===== src/hdl/sha512_block_mem.sv =====
module sha512_block_mem (
  input  logic        clk_i,
  input  logic        we_i,
  input  logic [3:0]  waddr_i,
  input  logic [63:0] wdata_i,
  input  logic [3:0]  raddr_i,
  output logic [63:0] rdata_o
);

  logic [63:0] mem_q [16];
  logic [63:0] rdata_q;

  always_ff @(posedge clk_i) begin
    if (we_i) begin
      mem_q[waddr_i] <= wdata_i;
    end
    rdata_q <= mem_q[raddr_i];
  end

  assign rdata_o = rdata_q;

endmodule


===== config.mk =====
export PLATFORM = sky130hd
export DESIGN_NAME = sha512_block_mem
export DESIGN_NICKNAME = d
export VERILOG_FILES = /design/src/hdl/sha512_block_mem.sv
export SDC_FILE = /design/constraint.sdc
export NUM_CORES = 1
export LEC_CHECK = 0
export BUFFER_PORTS_ARGS = -buffer_cell sky130_fd_sc_hd__buf_2
export CORE_MARGIN = 8
export CORE_UTILIZATION = 43
export CTS_BUF_LIST = sky130_fd_sc_hd__clkbuf_16
export DETAILED_ROUTE_END_ITERATION = 7
export GPL_TIMING_DRIVEN = 0
export PLACE_DENSITY = 0.65
export REMOVE_ABC_BUFFERS = 1
export SLEW_MARGIN = 20
export SYNTH_ARGS = -nofsm -noshare
export SYNTH_HDL_FRONTEND = slang
export SYNTH_SLANG_ARGS = --single-unit
export TNS_END_PERCENT = 20

===== constraint.sdc =====
create_clock -name clk_i -period 8.21 [get_ports clk_i]
set_input_delay 2.463 -clock clk_i [delete_from_list [all_inputs] [get_ports clk_i]]
set_output_delay 2.463 -clock clk_i [all_outputs]
set_load 0.1 [all_outputs]

Word level (Yosys, flattened, before mapping):

Memories as Yosys holds them, arrays and structs flattened. A register that Yosys moved wholly into a read port is not among the register bits.
Cells that the tools add are included.

* bits in registers: 0
* bits in latches: 0
* memory bits (writable): 1024
* memory bits (read-only): 0
* output and inout bits: 64
* logic and storage cells: 3
* memories: 1

Memory list
* mem_q: depth 16, bits a word 64, read ports 1, clocked after memory_dff 1, write ports 1, line 10 `logic [63:0] mem_q [16];`

* add/subtract/negate cells: 0
* $mul: 0
* div/mod/pow operators: 0
* magnitude comparators: 0
* eq/ne operators: 0
* shifts and indexed selects: 0
* muxes and demuxes: 2
* bitwise gates (word level): 0
* reductions and logical operators: 0

Operators with widths (count)
* $mux 1: 2

Depth between registers and ports, before layout:

* depth after elaboration: 2
* mapped depth: 6
* mapped depth without buffers: 3

Least setup slack after synthesis:

Ideal clock, no wire load.

* path kind: input to register
* start: in waddr_i[2]
* end: mem mem_q[0][0], enable pin
* setup time: 565 ps
* data arrival time: 7326 ps
* data required time: 7645 ps
* path slack: 318 ps
* stages: 2
* buffers on the path: 0
* cell sequence: or3b_2 > nor3_1

RTL lines
* start, declared: line 4 `input logic [3:0] waddr_i,`
* end, declared: line 10

Straight into the memory's write port.

Final worst setup path:

* start: in waddr_i[3]
* end: mem mem_q[4][48], enable pin

Straight into the memory's write port.

==> flow_metrics.py <==
metrics = {
    "synth": {
        "synthSimpleGateAreaFrac_pct": 0.942,
        "synth_top_family_by_area": "multiplexers",
        "synth_xor_area_share_pct": 0,
        "netlist_area_um2": 39600,
        "seq_area_frac_synth_pct": 80.9,
        "synth_cells": 1647,
        "yosys_register_bits": 1088,
        "synthMuxAreaShare_pct": 14.6,
        "synth_compound_area_share_pct": 2.43,
        "ys_warn_count": 0,
        "syn_area_per_cell_um2": 24.0,
        "synthAdderAreaFrac_pct": 0,
        "synth.distinct_cells": 18,
        "synthTopCellsByArea": "edfxtp_1, mux4_2, dfxtp_1",
        "synth.top_cell.area_share_pct": 77.7,
        "synth_top_area_cell": "edfxtp_1",
    },
    "floorplan": {
        "io_pins": 138,
        "fp.dieW_um": 319,
        "core_um2": 91400,
        "num_rows": 111,
        "dieArea_um2": 102000,
        "initial_utilization_pct": 43.3,
        "die_height_um": 319,
    },
    "drt": {
        "drt_pass1_iterations": 8,
        "drt-total-wl_um": 88100,
        "vias": 17900,
        "vias_per_cell": 5.58,
        "post_drt_wl_per_cell_um": 27.4,
        "ant_nets": 0,
        "drt_iter0_markers": 2011,
        "drc": 0,
    },
    "setup_path": {
        "crit_type": "in2reg",
        "reg2reg_from": "mem_q[10][55]",
        "crit_arrival_ps": 4790,
        "endpoint": "mem_q[4][48]",
        "crit_fanout": 7,
        "endpoint_kind": "flip-flop",
        "reg2reg_to": "rdata_o[55]",
        "r2r_slack_ps": 6840,
        "worst_setup_path_start_kind": "input port",
        "r2r_cells": 3,
        "cp.required_ps": 8580,
        "cp-startpoint": "waddr_i[3]",
    },
    "grt": {
        "antenna_found_initial": 16,
        "grtUsageTotal_pct": 17.1,
        "grt_pass1_vias": 18900,
        "grt_max_degree": 87,
        "grt_pass1_wl_um": 129000,
        "grt-ovfl-total": 0,
    },
    "clock_tree": {
        "cts_setup_buffers": 0,
        "clk_latency_ps": 670,
        "cts-root-buf": "clkbuf_16",
        "clk_pin_slew_ps": 60,
        "cts_made_buffers": 106,
        "clk_path_buf_depth": 3,
        "cts-htree-levels": 3,
        "cts.sinks": 1088,
        "cts_tree": "done",
        "postCtsHoldBufs": 0,
        "cts_resized": 0,
    },
    "sta": {
        "grt_setup_unrepaired": "no",
        "slew_violations": 0,
        "tns_ps": 0,
        "setup-violations-final": 0,
        "period_needed_ps": 4420,
        "max_freq_ghz": 0.226,
        "skew_ps": 20.0,
        "tightest_slew_ps": 742,
        "hold_viol_final": 0,
        "relSlewSlack_pct": 50.5,
        "timing.final.crit_share_pct": 53.9,
    },
    "flow_run": {
        "drv_cap": 0,
    },
    "power_and_ir_drop": {
        "irDropWorstVdd_mv": 0.161,
        "power.total_mw": 11.7,
        "power_per_cell_area_nw_per_um2": 249,
        "p_leak_nw": 15.3,
    },
    "cells_and_area": {
        "final_common_cell": "edfxtp_1",
        "final_area_um2": 46900,
        "postLayoutCoreUtil_pct": 51.3,
        "drive_above_1_share_pct": 33.4,
        "nets": 1998,
        "area_growth_pct": 18.5,
        "mostFrequentLayoutCells": "edfxtp_1, mux4_2, buf_2",
    },
    "placement": {
        "dp.final_hpwl_um": 55800,
        "port_buffers": 137,
        "gp_congestion": 0.656,
        "placed_area_um2": 43600,
    },
    "min_path": {
        "hold_class": "reg2reg",
        "min_from": "mem_q[14][31]",
    },
    "run_status": {
        "outcome": "finished clean",
    },
}
## Yosys cell counts
cell type	count
edfxtp_1	1024
mux4_2	256
a22oi_1	128
nand2_1	65
dfxtp_1	64
clkbuf_1	36
buf_1	16
buf_2	13
buf_6	13
nor2_1	13
buf_4	6
nor3_1	4
nand2b_1	2
nand3b_1	2
nor2b_1	2
and2_1	1
nand3_1	1
or3b_2	1
## layout make-up
| type | count | area [um^2] |
|---|---|---|
| multi-input cells | 475 | 7230 |
| diodes | 8 | 20.0 |
| repair buffers | 253 | 2840 |
| fillers | 6985 | 44500 |
| well taps | 1186 | 1480 |
| flip-flops and latches | 1088 | 32000 |
| clock inverters | 92 | 598 |
| clock buffers | 108 | 2700 |
## metrics by stage
step / hold WS (ps) / worst slack, ps / std cells
after floorplan: 635 / 318 / 1563
after detailed placement: 656 / 3110 / 3002
after global placement: 652 / -6220 / 2886
after global routing: 697 / 3660 / 3204
after CTS: 664 / 3820 / 3202
final: 666 / 3790 / 3210
## worst max-delay path: stages
cell and delay (ps):
buf_2 110, nand3b_1 350, nor3_2 580, buf_4 310, buf_6 170, buf_4 190, buf_4 220, buf_4 210
buf_6 160
## report_power, final
part	switching, mW	leakage [nW]	total (mW)	internal [mW]
sequential	0.0375	9.79	6.25	6.21
clock	2.00	1.73	4.57	2.57
combinational	0.586	3.76	0.840	0.253
## registers in the layout, indices dropped and copies added, names as in the netlist
register  cells
rdata_o      64
mem_q      1024
## how the worst min path moves through the flow
| stage | end | slack [ps] | cells after the start |
|---|---|---|---|
| detailed placement | rdata_o[31] | 660 | 3 |
| global route | rdata_o[36] | 700 | 3 |
| floorplan | rdata_o[0] | 630 | 3 |
| CTS | rdata_o[62] | 660 | 3 |
| finish | rdata_o[31] | 670 | 3 |
| global placement | rdata_o[21] | 650 | 3 |
## metal layers
layer / routed length (um) / GRT usage (%) / up-vias
met5: 35 / 0 / -
met4: 1610 / 4.45 / 6
met3: 5250 / 3.08 / 120
met2: 45100 / 29.2 / 542
met1: 36000 / 22.8 / 9580
li1: - / - / 7654
## logic make-up after synthesis
family	after synthesis
buffers and inverters	84
AOI/OAI and AO/OA	128
muxes	256
and+or+nand+nor	91
DFF	1088
Power figures use the tool's default switching activity.
