## src/hdl/sha512_pkg.sv

```systemverilog
package sha512_pkg;

  localparam int unsigned WordW = 64;

  localparam logic [WordW-1:0] PadWord = 64'h8000_0000_0000_0000;

  // Control from the sequencer to the round datapath.
  typedef struct packed {
    logic       var_wr;     // load one working variable from chain read data
    logic [2:0] var_idx;    // working variable selected for load or readout
    logic       round;      // perform one compression round
    logic [6:0] round_idx;  // round number, selects the round constant
    logic       wt_load;    // update the current schedule word
    logic       wt_mem;     // take the schedule word from the block buffer
  } core_ctrl_t;

  function automatic logic [WordW-1:0] init_hash(input logic [2:0] idx);
    logic [WordW-1:0] v;
    unique case (idx)
      3'd0: v = 64'h6a09e667f3bcc908;
      3'd1: v = 64'hbb67ae8584caa73b;
      3'd2: v = 64'h3c6ef372fe94f82b;
      3'd3: v = 64'ha54ff53a5f1d36f1;
      3'd4: v = 64'h510e527fade682d1;
      3'd5: v = 64'h9b05688c2b3e6c1f;
      3'd6: v = 64'h1f83d9abfb41bd6b;
      default: v = 64'h5be0cd19137e2179;
    endcase
    return v;
  endfunction

  function automatic logic [WordW-1:0] round_const(input logic [6:0] idx);
    logic [WordW-1:0] k;
    unique case (idx)
      7'd0:  k = 64'h428a2f98d728ae22;  7'd1:  k = 64'h7137449123ef65cd;
      7'd2:  k = 64'hb5c0fbcfec4d3b2f;  7'd3:  k = 64'he9b5dba58189dbbc;
      7'd4:  k = 64'h3956c25bf348b538;  7'd5:  k = 64'h59f111f1b605d019;
      7'd6:  k = 64'h923f82a4af194f9b;  7'd7:  k = 64'hab1c5ed5da6d8118;
      7'd8:  k = 64'hd807aa98a3030242;  7'd9:  k = 64'h12835b0145706fbe;
      7'd10: k = 64'h243185be4ee4b28c;  7'd11: k = 64'h550c7dc3d5ffb4e2;
      7'd12: k = 64'h72be5d74f27b896f;  7'd13: k = 64'h80deb1fe3b1696b1;
      7'd14: k = 64'h9bdc06a725c71235;  7'd15: k = 64'hc19bf174cf692694;
      7'd16: k = 64'he49b69c19ef14ad2;  7'd17: k = 64'hefbe4786384f25e3;
      7'd18: k = 64'h0fc19dc68b8cd5b5;  7'd19: k = 64'h240ca1cc77ac9c65;
      7'd20: k = 64'h2de92c6f592b0275;  7'd21: k = 64'h4a7484aa6ea6e483;
      7'd22: k = 64'h5cb0a9dcbd41fbd4;  7'd23: k = 64'h76f988da831153b5;
      7'd24: k = 64'h983e5152ee66dfab;  7'd25: k = 64'ha831c66d2db43210;
      7'd26: k = 64'hb00327c898fb213f;  7'd27: k = 64'hbf597fc7beef0ee4;
      7'd28: k = 64'hc6e00bf33da88fc2;  7'd29: k = 64'hd5a79147930aa725;
      7'd30: k = 64'h06ca6351e003826f;  7'd31: k = 64'h142929670a0e6e70;
      7'd32: k = 64'h27b70a8546d22ffc;  7'd33: k = 64'h2e1b21385c26c926;
      7'd34: k = 64'h4d2c6dfc5ac42aed;  7'd35: k = 64'h53380d139d95b3df;
      7'd36: k = 64'h650a73548baf63de;  7'd37: k = 64'h766a0abb3c77b2a8;
      7'd38: k = 64'h81c2c92e47edaee6;  7'd39: k = 64'h92722c851482353b;
      7'd40: k = 64'ha2bfe8a14cf10364;  7'd41: k = 64'ha81a664bbc423001;
      7'd42: k = 64'hc24b8b70d0f89791;  7'd43: k = 64'hc76c51a30654be30;
      7'd44: k = 64'hd192e819d6ef5218;  7'd45: k = 64'hd69906245565a910;
      7'd46: k = 64'hf40e35855771202a;  7'd47: k = 64'h106aa07032bbd1b8;
      7'd48: k = 64'h19a4c116b8d2d0c8;  7'd49: k = 64'h1e376c085141ab53;
      7'd50: k = 64'h2748774cdf8eeb99;  7'd51: k = 64'h34b0bcb5e19b48a8;
      7'd52: k = 64'h391c0cb3c5c95a63;  7'd53: k = 64'h4ed8aa4ae3418acb;
      7'd54: k = 64'h5b9cca4f7763e373;  7'd55: k = 64'h682e6ff3d6b2b8a3;
      7'd56: k = 64'h748f82ee5defb2fc;  7'd57: k = 64'h78a5636f43172f60;
      7'd58: k = 64'h84c87814a1f0ab72;  7'd59: k = 64'h8cc702081a6439ec;
      7'd60: k = 64'h90befffa23631e28;  7'd61: k = 64'ha4506cebde82bde9;
      7'd62: k = 64'hbef9a3f7b2c67915;  7'd63: k = 64'hc67178f2e372532b;
      7'd64: k = 64'hca273eceea26619c;  7'd65: k = 64'hd186b8c721c0c207;
      7'd66: k = 64'heada7dd6cde0eb1e;  7'd67: k = 64'hf57d4f7fee6ed178;
      7'd68: k = 64'h06f067aa72176fba;  7'd69: k = 64'h0a637dc5a2c898a6;
      7'd70: k = 64'h113f9804bef90dae;  7'd71: k = 64'h1b710b35131c471b;
      7'd72: k = 64'h28db77f523047d84;  7'd73: k = 64'h32caab7b40c72493;
      7'd74: k = 64'h3c9ebe0a15c9bebc;  7'd75: k = 64'h431d67c49c100d4c;
      7'd76: k = 64'h4cc5d4becb3e42b6;  7'd77: k = 64'h597f299cfc657e2a;
      7'd78: k = 64'h5fcb6fab3ad6faec;  7'd79: k = 64'h6c44198c4a475817;
      default: k = '0;
    endcase
    return k;
  endfunction

endpackage

```

## src/hdl/sha512_chain_mem.sv

```systemverilog
module sha512_chain_mem (
  input  logic        clk_i,
  input  logic        rst_ni,
  input  logic        clr_i,
  input  logic        we_i,
  input  logic [2:0]  waddr_i,
  input  logic [63:0] wdata_i,
  input  logic [2:0]  raddr_i,
  output logic [63:0] rdata_o
);

  logic [63:0] mem_q [8];
  logic [7:0]  valid_q;
  logic [63:0] rdata_q;

  // An entry that is not valid reads as the initial hash value.
  always_ff @(posedge clk_i or negedge rst_ni) begin
    if (!rst_ni) begin
      valid_q <= '0;
    end else if (clr_i) begin
      valid_q <= '0;
    end else if (we_i) begin
      valid_q[waddr_i] <= 1'b1;
    end
  end

  always_ff @(posedge clk_i) begin
    if (we_i) begin
      mem_q[waddr_i] <= wdata_i;
    end
    rdata_q <= valid_q[raddr_i] ? mem_q[raddr_i] : sha512_pkg::init_hash(raddr_i);
  end

  assign rdata_o = rdata_q;

endmodule

```

## config.mk

```make
export PLATFORM = sky130hd
export DESIGN_NAME = sha512_chain_mem
export DESIGN_NICKNAME = d
export VERILOG_FILES = /design/src/hdl/sha512_pkg.sv /design/src/hdl/sha512_chain_mem.sv
export SDC_FILE = /design/constraint.sdc
export NUM_CORES = 1
export LEC_CHECK = 0
export BUFFER_PORTS_ARGS = -buffer_cell sky130_fd_sc_hd__buf_2
export CAP_MARGIN = 10
export CORE_ASPECT_RATIO = 0.9
export CORE_MARGIN = 2
export CORE_UTILIZATION = 50
export CTS_CLUSTER_SIZE = 10
export DETAILED_ROUTE_END_ITERATION = 8
export HOLD_SLACK_MARGIN = 0.03
export PLACE_DENSITY = 0.68
export SLEW_MARGIN = 30
export SYNTH_ARGS = -nofsm -noshare
export SYNTH_HDL_FRONTEND = slang
export SYNTH_SLANG_ARGS = --single-unit
```

## constraint.sdc

```tcl
create_clock -name clk_i -period 2.19 [get_ports clk_i]
set_clock_uncertainty 0.05 [all_clocks]
set_input_delay 0.438 -clock clk_i [delete_from_list [all_inputs] [get_ports clk_i]]
set_output_delay 0.438 -clock clk_i [all_outputs]
set_load 0.01 [all_outputs]
```

Word level (Yosys, flattened, before mapping). Memories as Yosys holds them, arrays and structs flattened. Index checks and enable logic that the tools add are counted. Widths: inputs -> output; s select.

Register bits: 72. Word-level logic and storage cells: 26. Memories kept: 1. RAM bits: 512. Input port bits: 74.

Eq/ne operators: 6. Bitwise gates (word level): 1. Mux-type cells: 10. $lt $le $gt $ge: 3. Reduce and logical (&&, ||, !) cells: 3.

Memory list: mem_q (depth 8, width 64, read ports 1, clocked after memory_dff 0, wr ports 1, RTL line sha512_chain_mem.sv:12) `logic [63:0] mem_q [8];`.

Operator list (number): $pmux 64 s7 (1); $mux 64 (1); $mux 8 (2); $eq 3x3->1 const B (3); $lt 3x4->1 const B (2); $or 8x8->8 (1); $eq 3x2->1 const B (2); $mux 1 (4); $bmux 1 s3 (1); $demux 1 s3 (1); $eq 3x1->1 const B (1); $ge 3x1->1 const B (1); $logic_not 3->1 (1); $reduce_bool 2->1 (1); $logic_and 1x1->1 (1).

Longest topological paths before layout.
Depth after elaboration: 7. Depth in mapped cells: 9.

Worst setup path before layout. OpenSTA, ideal clock, no wires.

Path type: input to register. Start: input waddr_i[0]. End: memory mem_q[0][0], enable pin. Arrival: 5.018 ns. Library setup time: 0.568 ns. Cell stages on the path: 2. Data required time: 1.572 ns. Slack: -3.446 ns. Path through: nand2b_1 > nor3_1.

RTL lines: start: declaration (RTL line sha512_chain_mem.sv:6) `input logic [2:0] waddr_i,`; end: declaration (RTL line sha512_chain_mem.sv:12).

Straight into the memory's write port.

Worst setup path after layout.
Start: register valid_q[7]. End: register rdata_q[17] (netlist: rdata_o[17]).

Cells in the longest elaborated chain, start to end: 3.

Ends and longest elaborated chain: start: declaration (RTL line sha512_chain_mem.sv:13) `logic [7:0] valid_q;`; start signal: assignment (RTL line sha512_chain_mem.sv:19) `valid_q <= '0;`; start signal: assignment (RTL line sha512_chain_mem.sv:21) `valid_q <= '0;`; start signal: indexed assignment (RTL line sha512_chain_mem.sv:23) `valid_q[waddr_i] <= 1'b1;`; $bmux 1 s3 (RTL line sha512_chain_mem.sv:31) `rdata_q <= valid_q[raddr_i] ? mem_q[raddr_i] : sha512_pkg::init_hash(raddr_i);`; $mux 1 (not written as such) (RTL line sha512_chain_mem.sv:31); $mux 64 (RTL line sha512_chain_mem.sv:31); end signal: assignment (RTL line sha512_chain_mem.sv:31); end: declaration (RTL line sha512_chain_mem.sv:14) `logic [63:0] rdata_q;`.

No other way between the ends. The select of a mux whose other input is x is not followed. A chain may end at the register's enable or synchronous reset.

==> flow_summary.json <==
{
  "outcome": "complete, no violations",
  "synth_edf_count": 512,
  "worstSetupPathType": "reg -> reg",
  "dpl_cell_area_um2": 24100,
  "r2r_start": "valid_q[7]$_DFFE_PN0P_",
  "maxSlewHeadroom_pct": 54.2,
  "die-height_um": 202,
  "grt_use_total_pct": 22.8,
  "whs_ns": 0.0721,
  "hold_buffers": 1,
  "cts-root-buf": "clkbuf_16",
  "hold_viol": 0,
  "rr_endpoint": "rdata_o[17]$_DFF_P_",
  "place_inst": 1786,
  "clk_pin_slew_worst_paths_ns": 0.05,
  "hold_depth": 1,
  "start_kind": "flip-flop",
  "yosysWarnings": 0,
  "wire_per_inst_um": 26.1,
  "drive_gt1_share_pct": 34.9,
  "setup_tns_ns": 0,
  "p_leak_nw": 8.83,
  "hold_path.class": "in -> reg",
  "ios": 138,
  "r2r_setup_slack_ns": 0.25,
  "async_flop_share_pct": 1.37,
  "path_max_fanout": 26,
  "drc": 0,
  "core_area_um2": 43000,
  "period_share_pct": 88.5,
  "seqCellArea_um2": 16900,
  "drtPass1Iterations": 5,
  "worstPathArrival_ns": 2.34,
  "ys_types": 58,
  "grt-ovfl-total": 0,
  "setup_viol": 0,
  "clockBufferDepth": 3,
  "hold_end": "mem_q[0][26]$_DFFE_PP_",
  "grt_max_degree": 46,
  "ys_ff_latch": 584,
  "required_ns": 2.59,
  "drv_slew": 0,
  "cts_resized": 0,
  "multi_input_area_um2": 4660,
  "hpwl_um": 31200,
  "rr_worst_depth": 6,
  "hp-start": "wdata_i[26]",
  "preCtsSetupSlack_ns": -0.123,
  "die-area_um2": 45300,
  "die_x_um": 224,
  "fin_area_um2": 26100,
  "drt-initial-drc-count": 1203,
  "postSynthCellCount": 1048,
  "syn_area_um2": 21800,
  "cts.sinks": 584,
  "grt_pass1_wl_um": 74300,
  "grt_pass1_vias": 11400,
  "cts-buffers-inserted": 68,
  "postRouteAntennaNets": 0,
  "timing.final.ws_setup_ns": 0.251,
  "port_buffers": 137,
  "end_kind": "flip-flop",
  "clk_latency_ns": 0.58,
  "cts_tree": "built",
  "place.gp.congestion": 0.803,
  "via_per_inst": 5.88,
  "antenna_found_initial": 6,
  "syn_nets": 1122,
  "finalWirelength_um": 49800,
  "max_freq_mhz": 516,
  "area_growth_pct": 19.7,
  "finalCriticalPeriod_ns": 1.94,
  "synth_area_per_cell_um2": 20.8,
  "vias": 11200,
  "rows": 72,
  "power_density_nw_per_um2": 944,
  "rsz0062_at_grt": "no",
  "yosys_most_used_dff": "edfxtp_1",
  "start_util_pct": 50.7,
  "htree_levels": 3,
  "worst_ir_drop_vdd_mv": 0.803,
  "fillers": 2997,
  "max_slew.worst_pin.slew_ns": 0.687,
  "nNetsFinal": 1376,
  "fin_cells": 1906,
  "post-cts-setup-buffer-count": 0,
  "maxCapViolCount": 0,
  "ys_seq_area_share_pct": 77.3
}
## cells by family after synthesis
family	synth area share [%]
simple gates	2.31
buf+inv	1.69
xor+xnor	0.0804
mux	14.4
compound gates	4.17
flops	77.3
## stage by stage
| step | utilization, % | power [mW] |
|---|---|---|
| 2_1_floorplan | - | 13.9 |
| 3_3_place_gp | 56.1 | 14.8 |
| 3_5_place_dp | 56.1 | 14.8 |
| 4_1_cts | 60.7 | 24.9 |
| 5_1_grt | 60.7 | 25.5 |
| 6_report | 60.7 | 24.6 |
## cell usage after synthesis (3+ instances only)
cell | n | area (um2)
o221ai_1 | 3 | 26.3
a22oi_1 | 8 | 60.1
dfrtp_1 | 8 | 200
o22ai_1 | 7 | 43.8
clkbuf_1 | 12 | 45.0
buf_4 | 14 | 105
nand2_1 | 37 | 139
nand3_1 | 5 | 25.0
nand2b_1 | 4 | 25.0
o211ai_1 | 6 | 45.0
o21ai_2 | 4 | 35.0
a211oi_1 | 5 | 37.5
nor2_1 | 39 | 146
nor3_1 | 11 | 55.1
a21boi_0 | 4 | 30.0
a21oi_1 | 39 | 195
mux4_2 | 127 | 2860
a31oi_1 | 10 | 62.6
o21ai_1 | 9 | 45.0
mux2i_1 | 18 | 180
buf_6 | 9 | 101
o21ai_0 | 29 | 145
dfxtp_1 | 64 | 1280
inv_1 | 3 | 11.3
buf_2 | 19 | 95.1
edfxtp_1 | 512 | 15400
## critical path, cell delays in order, from the launching register on
cell and delay [ns]:
dfrtp_1 0.42, mux2_4 0.32, o22a_1 0.36, nand2_8 0.14
buf_12 0.18, nand2_1 0.15, a21boi_0 0.18
## how the worst max path moves through the flow
stage / from / end / slack [ns] / cells past startpoint
floorplan: waddr_i[1] / mem_q[5][0]$_DFFE_PP_ / -0.60 / 2
global placement: raddr_i[0] / rdata_o[58]$_DFF_P_ / -0.12 / 7
detailed placement: raddr_i[0] / rdata_o[58]$_DFF_P_ / -0.12 / 7
CTS: valid_q[7]$_DFFE_PN0P_ / rdata_o[17]$_DFF_P_ / 0.24 / 6
global route: valid_q[2]$_DFFE_PN0P_ / rdata_o[0]$_DFF_P_ / 0.13 / 6
finish: valid_q[7]$_DFFE_PN0P_ / rdata_o[17]$_DFF_P_ / 0.25 / 6
## layer usage
layer	track usage [%]	vias to the layer above	part of all wire, %
li1	-	4825	-
met4	6.50	10	2.2
met5	0	-	0.10
met1	32.8	5827	42
met3	5.68	88	7.7
met2	35.0	462	48
## flip-flops by register name (all words and copies together) (netlist names)
name	count
mem_q	512
rdata_o	64
valid_q	8
## layout make-up
class | count | share of cell area, %
flip-flops and latches | 584 | 64.6
inverters | 4 | 0.0576
multi-input cells | 404 | 17.9
clock inverters | 3 | 0.0672
well taps | 555 | 2.66
diodes | 2 | 0.0192
repair buffers | 240 | 7.25
clock buffers | 114 | 7.43
## cells in the final DEF, fill, tap and decap left out, drive strengths merged, types with 2 or more instances in the layout
master,netlist,final
o311ai,2,2
o32ai,2,2
clkinv,0,2
xnor2,2,2
dfxtp,64,64
or3,2,2
nand2b,4,4
clkbuf,12,114
nor2b,2,2
o211ai,6,6
buf,44,239
a21oi,41,41
o22ai,8,8
o221ai,3,3
a21boi,4,4
a21o,2,2
o21ai,42,42
a31oi,10,10
mux4,127,127
a211oi,5,5
o31ai,2,2
nor2,40,40
nand2,38,38
inv,4,5
a22oi,9,9
nand3,5,5
dfrtp,8,8
mux2i,21,21
and2,2,2
diode,0,2
mux2,3,3
nor3,13,13
edfxtp,512,512
## report_power, final
part	switching (mW)	total (mW)	leakage [nW]	internal (mW)
combinational	1.03	1.83	2.59	0.799
clock	4.06	10.0	0.936	5.98
sequential	0.162	12.8	5.30	12.6
(Power assumes the default switching activity.)
